### src/hw/rtl/sha_pkg.sv
// SHA-256 shared types, constants and the rotate-right helper.
// No dependencies.
`default_nettype none
package sha_pkg;

    typedef enum logic [2:0] {
        ST_IDLE,
        ST_LOAD,
        ST_ROUND,
        ST_PAD,
        ST_OUT
    } t_state;

    localparam logic [7:0] PAD_BYTE  = 8'h80;
    localparam logic [5:0] LEN_START = 6'd56;

    localparam logic [31:0] INIT_HASH [8] = '{
        32'h6a09e667, 32'hbb67ae85, 32'h3c6ef372, 32'ha54ff53a,
        32'h510e527f, 32'h9b05688c, 32'h1f83d9ab, 32'h5be0cd19
    };

    localparam logic [31:0] ROUND_K [64] = '{
        32'h428a2f98, 32'h71374491, 32'hb5c0fbcf, 32'he9b5dba5,
        32'h3956c25b, 32'h59f111f1, 32'h923f82a4, 32'hab1c5ed5,
        32'hd807aa98, 32'h12835b01, 32'h243185be, 32'h550c7dc3,
        32'h72be5d74, 32'h80deb1fe, 32'h9bdc06a7, 32'hc19bf174,
        32'he49b69c1, 32'hefbe4786, 32'h0fc19dc6, 32'h240ca1cc,
        32'h2de92c6f, 32'h4a7484aa, 32'h5cb0a9dc, 32'h76f988da,
        32'h983e5152, 32'ha831c66d, 32'hb00327c8, 32'hbf597fc7,
        32'hc6e00bf3, 32'hd5a79147, 32'h06ca6351, 32'h14292967,
        32'h27b70a85, 32'h2e1b2138, 32'h4d2c6dfc, 32'h53380d13,
        32'h650a7354, 32'h766a0abb, 32'h81c2c92e, 32'h92722c85,
        32'ha2bfe8a1, 32'ha81a664b, 32'hc24b8b70, 32'hc76c51a3,
        32'hd192e819, 32'hd6990624, 32'hf40e3585, 32'h106aa070,
        32'h19a4c116, 32'h1e376c08, 32'h2748774c, 32'h34b0bcb5,
        32'h391c0cb3, 32'h4ed8aa4a, 32'h5b9cca4f, 32'h682e6ff3,
        32'h748f82ee, 32'h78a5636f, 32'h84c87814, 32'h8cc70208,
        32'h90befffa, 32'ha4506ceb, 32'hbef9a3f7, 32'hc67178f2
    };

    function automatic logic [31:0] rotr(input logic [31:0] x, input int n);
        rotr = (x >> n) | (x << (32 - n));
    endfunction

endpackage
`default_nettype wire

### src/hw/rtl/sha_block_ram.sv
// 16 x 32-bit block/schedule memory, one write and one registered read port.
// No dependencies.
`default_nettype none
module sha_block_ram (
    input  wire logic        i_clk,
    input  wire logic        i_we,
    input  wire logic [3:0]  i_waddr,
    input  wire logic [31:0] i_wdata,
    input  wire logic [3:0]  i_raddr,
    output logic      [31:0] o_rdata
);
    logic [31:0] mem [16];

    always_ff @(posedge i_clk) begin
        if (i_we) begin
            mem[i_waddr] <= i_wdata;
        end
        o_rdata <= mem[i_raddr];
    end
endmodule
`default_nettype wire

### src/hw/rtl/sha_core.sv
// SHA-256 compression: schedule window in registers, one round per cycle.
// Reads message words from sha_block_ram; uses sha_pkg.
`default_nettype none
module sha_core
    import sha_pkg::*;
(
    input  wire logic        i_clk,
    input  wire logic        i_rst_n,
    input  wire logic        i_start,
    input  wire logic        i_init,
    input  wire logic [31:0] i_mem_word,
    output logic      [3:0]  o_mem_addr,
    output logic             o_busy,
    output logic      [255:0] o_chain
);
    logic [31:0] r_h [8];
    logic [31:0] r_v [8];
    logic [31:0] r_w [16];
    logic [6:0]  r_cnt;
    logic        r_busy;
    logic        r_fold;
    logic [31:0] w_cur, s0, s1, t1, t2, b1, b0, ch, mj;

    // Word i arrives in the cycle after its address (registered RAM read); r_cnt counts prefetch ahead.
    assign o_mem_addr = r_cnt[3:0];
    assign o_busy = r_busy | r_fold;

    always_comb begin
        s0 = rotr(r_w[1], 7) ^ rotr(r_w[1], 18) ^ (r_w[1] >> 3);
        s1 = rotr(r_w[14], 17) ^ rotr(r_w[14], 19) ^ (r_w[14] >> 10);
        w_cur = (r_cnt <= 7'd16) ? i_mem_word : (r_w[0] + s0 + r_w[9] + s1);
        b1 = rotr(r_v[4], 6) ^ rotr(r_v[4], 11) ^ rotr(r_v[4], 25);
        ch = (r_v[4] & r_v[5]) ^ (~r_v[4] & r_v[6]);
        b0 = rotr(r_v[0], 2) ^ rotr(r_v[0], 13) ^ rotr(r_v[0], 22);
        mj = (r_v[0] & r_v[1]) ^ (r_v[0] & r_v[2]) ^ (r_v[1] & r_v[2]);
        t1 = r_v[7] + b1 + ch + ROUND_K[6'(r_cnt - 7'd1)] + w_cur;
        t2 = b0 + mj;
    end

    always_ff @(posedge i_clk) begin
        if (!i_rst_n) begin
            r_busy <= 1'b0;
            r_fold <= 1'b0;
            r_cnt  <= '0;
            for (int i = 0; i < 8; i++) r_h[i] <= INIT_HASH[i];
        end else if (i_init) begin
            for (int i = 0; i < 8; i++) r_h[i] <= INIT_HASH[i];
        end else if (i_start) begin
            r_busy <= 1'b1;
            r_cnt  <= 7'd1;
            for (int i = 0; i < 8; i++) r_v[i] <= r_h[i];
        end else if (r_busy) begin
            for (int i = 0; i < 15; i++) r_w[i] <= r_w[i + 1];
            r_w[15] <= w_cur;
            r_v[7] <= r_v[6]; r_v[6] <= r_v[5]; r_v[5] <= r_v[4];
            r_v[4] <= r_v[3] + t1;
            r_v[3] <= r_v[2]; r_v[2] <= r_v[1]; r_v[1] <= r_v[0];
            r_v[0] <= t1 + t2;
            // park the address on word 0 for the next block
            if (r_cnt == 7'd64) begin
                r_busy <= 1'b0;
                r_fold <= 1'b1;
                r_cnt  <= '0;
            end else begin
                r_cnt <= r_cnt + 7'd1;
            end
        end else if (r_fold) begin
            // add working words back into the chain
            for (int i = 0; i < 8; i++) r_h[i] <= r_h[i] + r_v[i];
            r_fold <= 1'b0;
        end
    end

    always_comb begin
        for (int i = 0; i < 8; i++) o_chain[255 - 32*i -: 32] = r_h[i];
    end
endmodule
`default_nettype wire

### src/hw/rtl/sha256_byte_stream_hash.sv
// Top level: byte packing, padding sequencer and digest output.
// Uses sha_pkg, sha_block_ram and sha_core.
// A byte transaction is taken only while idle; the 64th byte of a block stalls
// the input through the load, 64 rounds, chain fold and return to idle. A last
// transaction adds padding at one byte a cycle up to the end of the block, each
// full block compressed the same way, with a second block when the 0x80 byte
// lands at byte 56 or later; then four 64-bit digest chunks follow, big-endian,
// word 0 first, one a cycle while not stalled, and the next message begins.
`default_nettype none
module sha256_byte_stream_hash
    import sha_pkg::*;
(
    input  wire logic        i_clk,
    input  wire logic        i_rst_n,
    input  wire logic        i_valid,
    output logic             o_stall,
    input  wire logic [7:0]  i_data_byte,
    input  wire logic        i_byte_present,
    input  wire logic        i_is_last,
    output logic             o_valid,
    input  wire logic        i_stall,
    output logic      [63:0] o_digest_chunk,
    output logic      [1:0]  o_chunk_index,
    output logic             o_last_chunk
);
    t_state r_state, n_state;
    logic [5:0]  r_fill;
    logic [63:0] r_len;
    logic [63:0] r_bits;
    logic [23:0] r_acc;
    logic        r_padding;
    logic        r_pad80;
    logic        r_spill;
    logic        r_final;
    logic [1:0]  r_chunk;
    logic        core_busy, core_start, core_init;
    logic [3:0]  core_addr;
    logic [31:0] mem_rd;
    logic [255:0] chain;
    logic        push;
    logic [7:0]  push_byte;
    logic        accept;
    logic        in_len;

    sha_block_ram u_ram (
        .i_clk  (i_clk),
        .i_we   (push && (r_fill[1:0] == 2'd3)),
        .i_waddr(r_fill[5:2]),
        .i_wdata({r_acc, push_byte}),
        .i_raddr(core_addr),
        .o_rdata(mem_rd)
    );

    sha_core u_core (
        .i_clk     (i_clk),
        .i_rst_n   (i_rst_n),
        .i_start   (core_start),
        .i_init    (core_init),
        .i_mem_word(mem_rd),
        .o_mem_addr(core_addr),
        .o_busy    (core_busy),
        .o_chain   (chain)
    );

    assign accept = i_valid && !o_stall;
    assign o_stall = (r_state != ST_IDLE);
    assign o_valid = (r_state == ST_OUT);
    assign o_digest_chunk = chain[8'd255 - {r_chunk, 6'd0} -: 64];
    assign o_chunk_index = r_chunk;
    assign o_last_chunk = (r_chunk == 2'd3);
    // length bytes fill 56..63 of the block that does not hold a late 0x80
    assign in_len = !r_pad80 && !r_spill && (r_fill >= LEN_START);

    always_comb begin
        n_state = r_state;
        push = 1'b0;
        push_byte = i_data_byte;
        core_start = 1'b0;
        core_init = 1'b0;
        unique case (r_state)
            ST_IDLE: begin
                if (accept) begin
                    push = i_byte_present;
                    if (i_byte_present && r_fill == 6'd63) n_state = ST_LOAD;
                    else if (i_is_last) n_state = ST_PAD;
                end
            end
            ST_LOAD: begin
                core_start = 1'b1;
                n_state = ST_ROUND;
            end
            ST_ROUND: begin
                if (!core_busy) begin
                    if (r_final) n_state = ST_OUT;
                    else if (r_padding) n_state = ST_PAD;
                    else n_state = ST_IDLE;
                end
            end
            ST_PAD: begin
                push = 1'b1;
                if (r_pad80) push_byte = PAD_BYTE;
                else if (in_len) push_byte = r_bits[63:56];
                else push_byte = 8'h00;
                if (r_fill == 6'd63) n_state = ST_LOAD;
            end
            ST_OUT: begin
                if (!i_stall && r_chunk == 2'd3) begin
                    core_init = 1'b1;
                    n_state = ST_IDLE;
                end
            end
            default: n_state = ST_IDLE;
        endcase
    end

    always_ff @(posedge i_clk) begin
        if (!i_rst_n) begin
            r_state   <= ST_IDLE;
            r_fill    <= '0;
            r_len     <= '0;
            r_bits    <= '0;
            r_padding <= 1'b0;
            r_pad80   <= 1'b0;
            r_spill   <= 1'b0;
            r_final   <= 1'b0;
            r_chunk   <= '0;
        end else begin
            r_state <= n_state;
            if (push) begin
                r_fill <= r_fill + 6'd1;
                r_acc  <= {r_acc[15:0], push_byte};
            end
            if (r_state == ST_IDLE && accept) begin
                if (i_byte_present) r_len <= r_len + 64'd1;
                if (i_is_last) begin
                    r_padding <= 1'b1;
                    r_pad80   <= 1'b1;
                    r_bits    <= (r_len + {63'd0, i_byte_present}) << 3;
                end
            end
            if (r_state == ST_PAD) begin
                if (r_pad80) r_pad80 <= 1'b0;
                if (in_len) r_bits <= r_bits << 8;
                if (r_fill == 6'd63) begin
                    r_spill <= 1'b0;
                    if (in_len) r_final <= 1'b1;
                end else if (r_pad80 && r_fill >= LEN_START) begin
                    // 0x80 leaves no room for the length: zero out this block
                    r_spill <= 1'b1;
                end
            end
            if (r_state == ST_OUT && !i_stall) begin
                r_chunk <= r_chunk + 2'd1;
                if (r_chunk == 2'd3) begin
                    r_len     <= '0;
                    r_padding <= 1'b0;
                    r_final   <= 1'b0;
                end
            end
        end
    end

    assert property (@(posedge i_clk) disable iff (!i_rst_n)
        o_valid |-> !core_busy) else $error("digest shown during compression");
    assert property (@(posedge i_clk) disable iff (!i_rst_n)
        core_start |-> r_fill == 6'd0) else $error("compression started mid-block");
    assert property (@(posedge i_clk) disable iff (!i_rst_n)
        accept |-> r_state == ST_IDLE) else $error("transaction taken while busy");
    assert property (@(posedge i_clk) disable iff (!i_rst_n)
        (o_valid && i_stall) |=> (o_valid && $stable(o_digest_chunk)
                                  && $stable(o_chunk_index)))
        else $error("stalled digest chunk changed");
endmodule
`default_nettype wire
### config.mk
export PLATFORM = sky130hd
export DESIGN_NAME = sha256_byte_stream_hash
export DESIGN_NICKNAME = d
export VERILOG_FILES = /design/src/hw/rtl/sha_pkg.sv /design/src/hw/rtl/sha_block_ram.sv /design/src/hw/rtl/sha_core.sv /design/src/hw/rtl/sha256_byte_stream_hash.sv
export SDC_FILE = /design/constraint.sdc
export NUM_CORES = 2
export LEC_CHECK = 0
export BUFFER_PORTS_ARGS = -buffer_cell sky130_fd_sc_hd__buf_2
export CORE_UTILIZATION = 58
export CTS_CLUSTER_DIAMETER = 40
export DETAILED_ROUTE_END_ITERATION = 8
export PLACE_DENSITY = 0.77
export SYNTH_ARGS = -nofsm -noshare
export SYNTH_HDL_FRONTEND = slang
export SYNTH_SLANG_ARGS = --single-unit
### constraint.sdc
create_clock -name i_clk -period 22.3 [get_ports i_clk]
set_input_delay 6.69 -clock i_clk [delete_from_list [all_inputs] [get_ports i_clk]]
set_output_delay 6.69 -clock i_clk [all_outputs]
set_load 0.01 [all_outputs]
* Word-level counts from Yosys, hierarchy flattened
Memory sizes are Yosys's and may differ from the RTL's. A register that Yosys moved wholly into a read port is not among the register bits.
Index checks and enable logic that the tools add are counted.
** Storage, ports and cells
- Register bits :: 176
- Bits in writable memories :: 1536
- Bits in read-only memories :: 2048
- Output and inout port bits :: 69
- Word-level logic and storage cells :: 234
- Memories kept :: 5
** Operators by class
- Add/sub/neg operators :: 25
- $lt $le $gt $ge :: 3
- Equality and inequality tests :: 14
- Shift-type cells :: 1
- Mux-type cells :: 96
- Bitwise gates (word level) :: 55
- Reductions and logical operators :: 22
** Memories
- (name not given) :: depth 64, bits a word 32, rd ports 1, clocked after Yosys merged registers in 0, write ports 0, RTL line sha_core.sv:36 : t1 = r_v[7] + b1 + ch + ROUND_K[6'(r_cnt - 7'd1)] + w_cur;
- u_core.r_w :: depth 16, bits a word 32, rd ports 16, clocked after Yosys merged registers in 0, write ports 16, RTL line sha_core.sv:18 : logic [31:0] r_w [16];
- u_ram.mem :: depth 16, bits a word 32, rd ports 1, clocked after Yosys merged registers in 1, write ports 1, RTL line sha_block_ram.sv:12 : logic [31:0] mem [16];
- u_core.r_h :: depth 8, bits a word 32, rd ports 8, clocked after Yosys merged registers in 0, write ports 8, RTL line sha_core.sv:16 : logic [31:0] r_h [8];
- u_core.r_v :: depth 8, bits a word 32, rd ports 8, clocked after Yosys merged registers in 0, write ports 8, RTL line sha_core.sv:17 : logic [31:0] r_v [8];
** Operators with widths (number)
- 32-bit two-way mux :: 27
- 32-bit adder :: 18
- 64-bit two-way mux :: 8
- 319-bit by 9-bit indexed part select with 64-bit output :: 1
- 32-bit XOR :: 9
- 32-bit AND :: 5
- 64-bit by 1-bit adder with 64-bit output (second input constant) :: 1
- 61-bit by 1-bit adder with 61-bit output :: 1
- 1-bit two-way mux :: 45
- 32-bit inverter :: 1
- 10-bit by 32-bit bitwise OR with 32-bit output :: 1
- 13-bit by 32-bit bitwise OR with 32-bit output :: 1
- 14-bit by 32-bit bitwise OR with 32-bit output :: 1
- 15-bit by 32-bit bitwise OR with 32-bit output :: 1
- 19-bit by 32-bit bitwise OR with 32-bit output :: 1
- 21-bit by 32-bit bitwise OR with 32-bit output :: 1
- 25-bit by 32-bit bitwise OR with 32-bit output :: 1
- 26-bit by 32-bit bitwise OR with 32-bit output :: 1
- 30-bit by 32-bit bitwise OR with 32-bit output :: 1
- 7-bit by 32-bit bitwise OR with 32-bit output :: 1
- 32-bit by 22-bit XOR with 32-bit output :: 1
- 32-bit by 29-bit XOR with 32-bit output :: 1
- 1-bit bitwise OR :: 25
- 8-bit two-way mux :: 3
- 32 further kinds :: 60

* Longest topological paths before layout
An unclocked memory read counts as a cell.
- Word-level depth :: 11
- Gate-level depth with buffers :: 44
- Depth with buffers taken out :: 41

* Cells and area by module
From an unflattened synthesis, not the netlist that was laid out.
** Second synthesis, totals
- Cells, all modules :: 7924
- Area, all modules :: 93497.2 um^2
** By module, submodules not included
- sha_core :: times used 1, cells each 6045, area an instance 63986.4 um^2
- sha_block_ram :: times used 1, cells each 838, area an instance 19835.3 um^2
- sha256_byte_stream_hash :: times used 1, cells each 1041, area an instance 9675.5 um^2

* Worst setup path before layout
Ideal clock, no wire load.
- Path type :: input -> register
- Start point :: in i_stall
- End point :: mem u_core.r_w[0][0] (enable)
- Library setup time :: 1.077 ns
- Data arrival time :: 21.731 ns
- Required time :: 21.223 ns
- Setup slack :: -0.508 ns
- Cell stages on the path :: 7
- Path buffers :: 3
- Path through :: or3_1 > clkbuf_1 > and2_1 > nand3_1 > inv_1 > clkbuf_1 > clkbuf_1
** RTL lines
- start, declared :: RTL line sha256_byte_stream_hash.sv:21 : input wire logic i_stall,
- end, declared :: RTL line sha_core.sv:18

==> out/metrics.csv <==
stage,metric,value,unit
synth,synth_top_area_cell,edfxtp_1,
timing,grt_setup_unrepaired,false,
synth,synth_seq_cells,1741,
grt,antenna_found_initial,6,
worst_setup_path,cpMostUsedCell,a21oi_1,
clocking,cts_max_path_buffers,3,
finish,area_growth,11.6,%
timing,period_minus_slack,12150,ps
synth,syn_inst,7841,
floorplanning,dieArea,162000,sq um
floorplanning,core_area,159000,sq um
synth,syn_area_per_cell,11.9,sq um
synth,synth_nets,8446,
worst_hold_path,hold_path.class,reg2reg,
place,gp_congestion,1.01,
routing,dr.pass1.iters,8,
timing,clock_skew,68.6,ps
run,max_cap_violations,0,
floorplanning,start_util,0.586,
grt,grt_max_degree,188,
worst_setup_path,path_max_fanout,64,
place,dp_hpwl,189000,um
clocking,cts_hold_buf,0,
synth,synth_cell_types,99,
synth,synth.top_cells.by_count,"edfxtp_1, nand2_1, a21oi_1",
worst_setup_path,slowest_delay,930,ps
routing,drt-initial-drc-count,7825,
floorplanning,die_h,403,um
worst_hold_path,hold_depth,0,
worst_setup_path,crit_required,22910,ps
routing,drc,0,
worst_setup_path,cp-start-kind,flop,
finish,nets,8485,
place,port_buffers,82,
worst_hold_path,hold_end,u_core.r_w[12][5],
worst_setup_path,arrival,12760,ps
synth,synth.most_common_cell,edfxtp_1,
finish,final_layout_size_suffix_gt1_frac,0.107,
grt,grt_use_total,0.339,
synth,synth_edf_count,1528,
clocking,post_cts_resized,0,
worst_setup_path,rrSetupSlack,10150,ps
timing,final-setup-viol-count,0,
floorplanning,rows,146,
floorplanning,fp.dieW,403,um
synth,synthesis.area,93100,sq um
worst_setup_path,crit_type,reg2reg,
timing,maxSlewHeadroom,0.244,
synth,yosysSeqAreaShare,0.539,
worst_setup_path,cp-end-kind,flop,
worst_setup_path,timing.rr.start,u_core.r_cnt[0],
worst_setup_path,cp_slowest_cell,dfxtp_4,
synth,synth-async-reset-ratio,0,
timing,min_period_over_period,0.545,
worst_hold_path,min_from,u_core.r_w[13][5],
clocking,clkSlewWorstSetupHoldPaths,60,ps
clocking,numCtsBuffers,239,
clocking,clk_latency,890,ps
synth,yosys_warnings,0,
grt,overflow,0,
clocking,post_cts_buffers,0,
routing,drtAntennaViolNets,0,
grt,grt_pass1_wl,406000,um
grt,grt_pass1_vias,62700,
worst_setup_path,r2r-end,u_core.r_v[0][30],
timing,worst_pin_slew,1120,ps
synth,ys.flop_type,edfxtp_1,
synth,synth_area_leaders,"edfxtp_1, ha_1, mux4_2",
routing,vias_per_cell,6.38,
routing,vias,64800,
clocking,cts_tree,built,
worst_setup_path,reg2reg_depth,38,
floorplanning,io_pins,83,
timing,maxSlewViolCount,0,
timing,tns,0,ps
clocking,htreeDepth,4,
status,status,completed,
clocking,root_buffer,clkbuf_16,
routing,routedWlPerCell,27.2,um
timing,hold_viol_final,0,
timing,max_freq,0.0823,GHz
clocking,cts_sinks,1741,
routing,finalWirelength,277000,um
synth,synthDominantCellAreaShare,0.493,
routing by layer:
layer  global-route usage  part of all wire  vias to the layer above
met5                    0           0.00013                        -
met4                0.172             0.054                        6
met3               0.0734             0.095                      717
met2                0.514              0.45                     3463
met1                0.465              0.40                    32100
li1                     -                 -                    28600
worst max path at each step:
stage	startpoint	end	slack, ps	depth (start not counted)
5_1_grt	u_core.r_cnt[0]	u_core.r_v[0][28]	9460	39
3_3_place_gp	u_core.r_cnt[0]	u_core.r_v[0][31]	10500	39
2_1_floorplan	i_stall	u_core.r_w[0][0]	7400	7
6_report	u_core.r_cnt[0]	u_core.r_v[0][30]	10150	38
4_1_cts	u_core.r_cnt[0]	u_core.r_v[0][30]	10310	38
3_5_place_dp	u_core.r_cnt[0]	u_core.r_v[0][30]	10360	38
critical path, delay by kind of cell, from the launching register on:
kind                       cells  cell delay, ps
and+or+nand+nor                5             810
AOI/OAI and AO/OA             17            3660
adders and majority gates      9            4320
DFF                            1             930
muxes                          1             250
xor gates and xnor gates       2             300
buffers and inverters          4            1520
per-stage QoR:
| step | setup slack (ps) | cell area, sq um | instances | hold WS, ps | util |
|---|---|---|---|---|---|
| after global placement | 10500 | 95700 | 9711 | 400 | 0.602 |
| after CTS | 10310 | 104000 | 10200 | 361 | 0.653 |
| after global routing | 9460 | 104000 | 10200 | 375 | 0.653 |
| final | 10150 | 104000 | 10200 | 375 | 0.653 |
| after floorplan | 7400 | 93100 | 7841 | 400 | - |
| after detailed placement | 10360 | 95700 | 9711 | 405 | 0.602 |
sequential cells by signal (all words and copies together), names as in the netlist, 2 cells and up:
register and cells:
r_fill 6, u_core.r_cnt 7, u_ram.mem 512, u_ram.o_rdata 32
r_acc 24, r_state 3, r_bits 64, u_core.r_h 256
u_core.r_v 256, r_len 61, u_core.r_w 512, o_chunk_index 2
logic make-up after synthesis:
| family | count (synthesis) | share of synthesized area |
|---|---|---|
| buffers and inverters | 745 | 0.0301 |
| AO/OA/AOI/OAI | 1611 | 0.109 |
| flip-flops | 1741 | 0.539 |
| multiplexers | 275 | 0.0572 |
| XOR/XNOR | 669 | 0.0630 |
| adder cells (fa/ha/maj) | 610 | 0.0972 |
| AND/OR/NAND/NOR | 2190 | 0.105 |
cell type report:
class                           instances  area (sq um)
Fill cell                           11800         55100
Multi-Input combinational cell       5355         40400
Sequential cell                      1741         50200
Inverter                              372          1400
Antenna cell                            5          12.5
Timing Repair Buffer                  171          1120
Tap cell                             2072          2590
Clock buffer                          285          6280
Clock inverter                        168          1900
placed cells by master (no fill, tap or decap), types with 66 or more instances in the layout:
cell type,Yosys,layout
nand2_1,1070,1066
fa_1,195,195
clkbuf_16,0,240
a21o_1,184,184
a211oi_1,100,99
xnor2_1,421,418
buf_4,1,86
nor3_1,100,94
edfxtp_1,1528,1528
a21oi_1,474,473
nand3_1,106,105
xor2_1,247,245
nor2b_1,118,118
dfxtp_1,213,207
mux4_2,205,205
inv_1,368,367
nand2b_1,66,66
nor2_1,468,460
ha_1,396,395
buf_2,5,82
mux2i_1,67,67
o21ai_1,78,78
o21ai_0,318,318
Power is left out: the tool's default activity adds up to more than one toggle a clock period on the data nets, which glitch-free logic cannot reach.
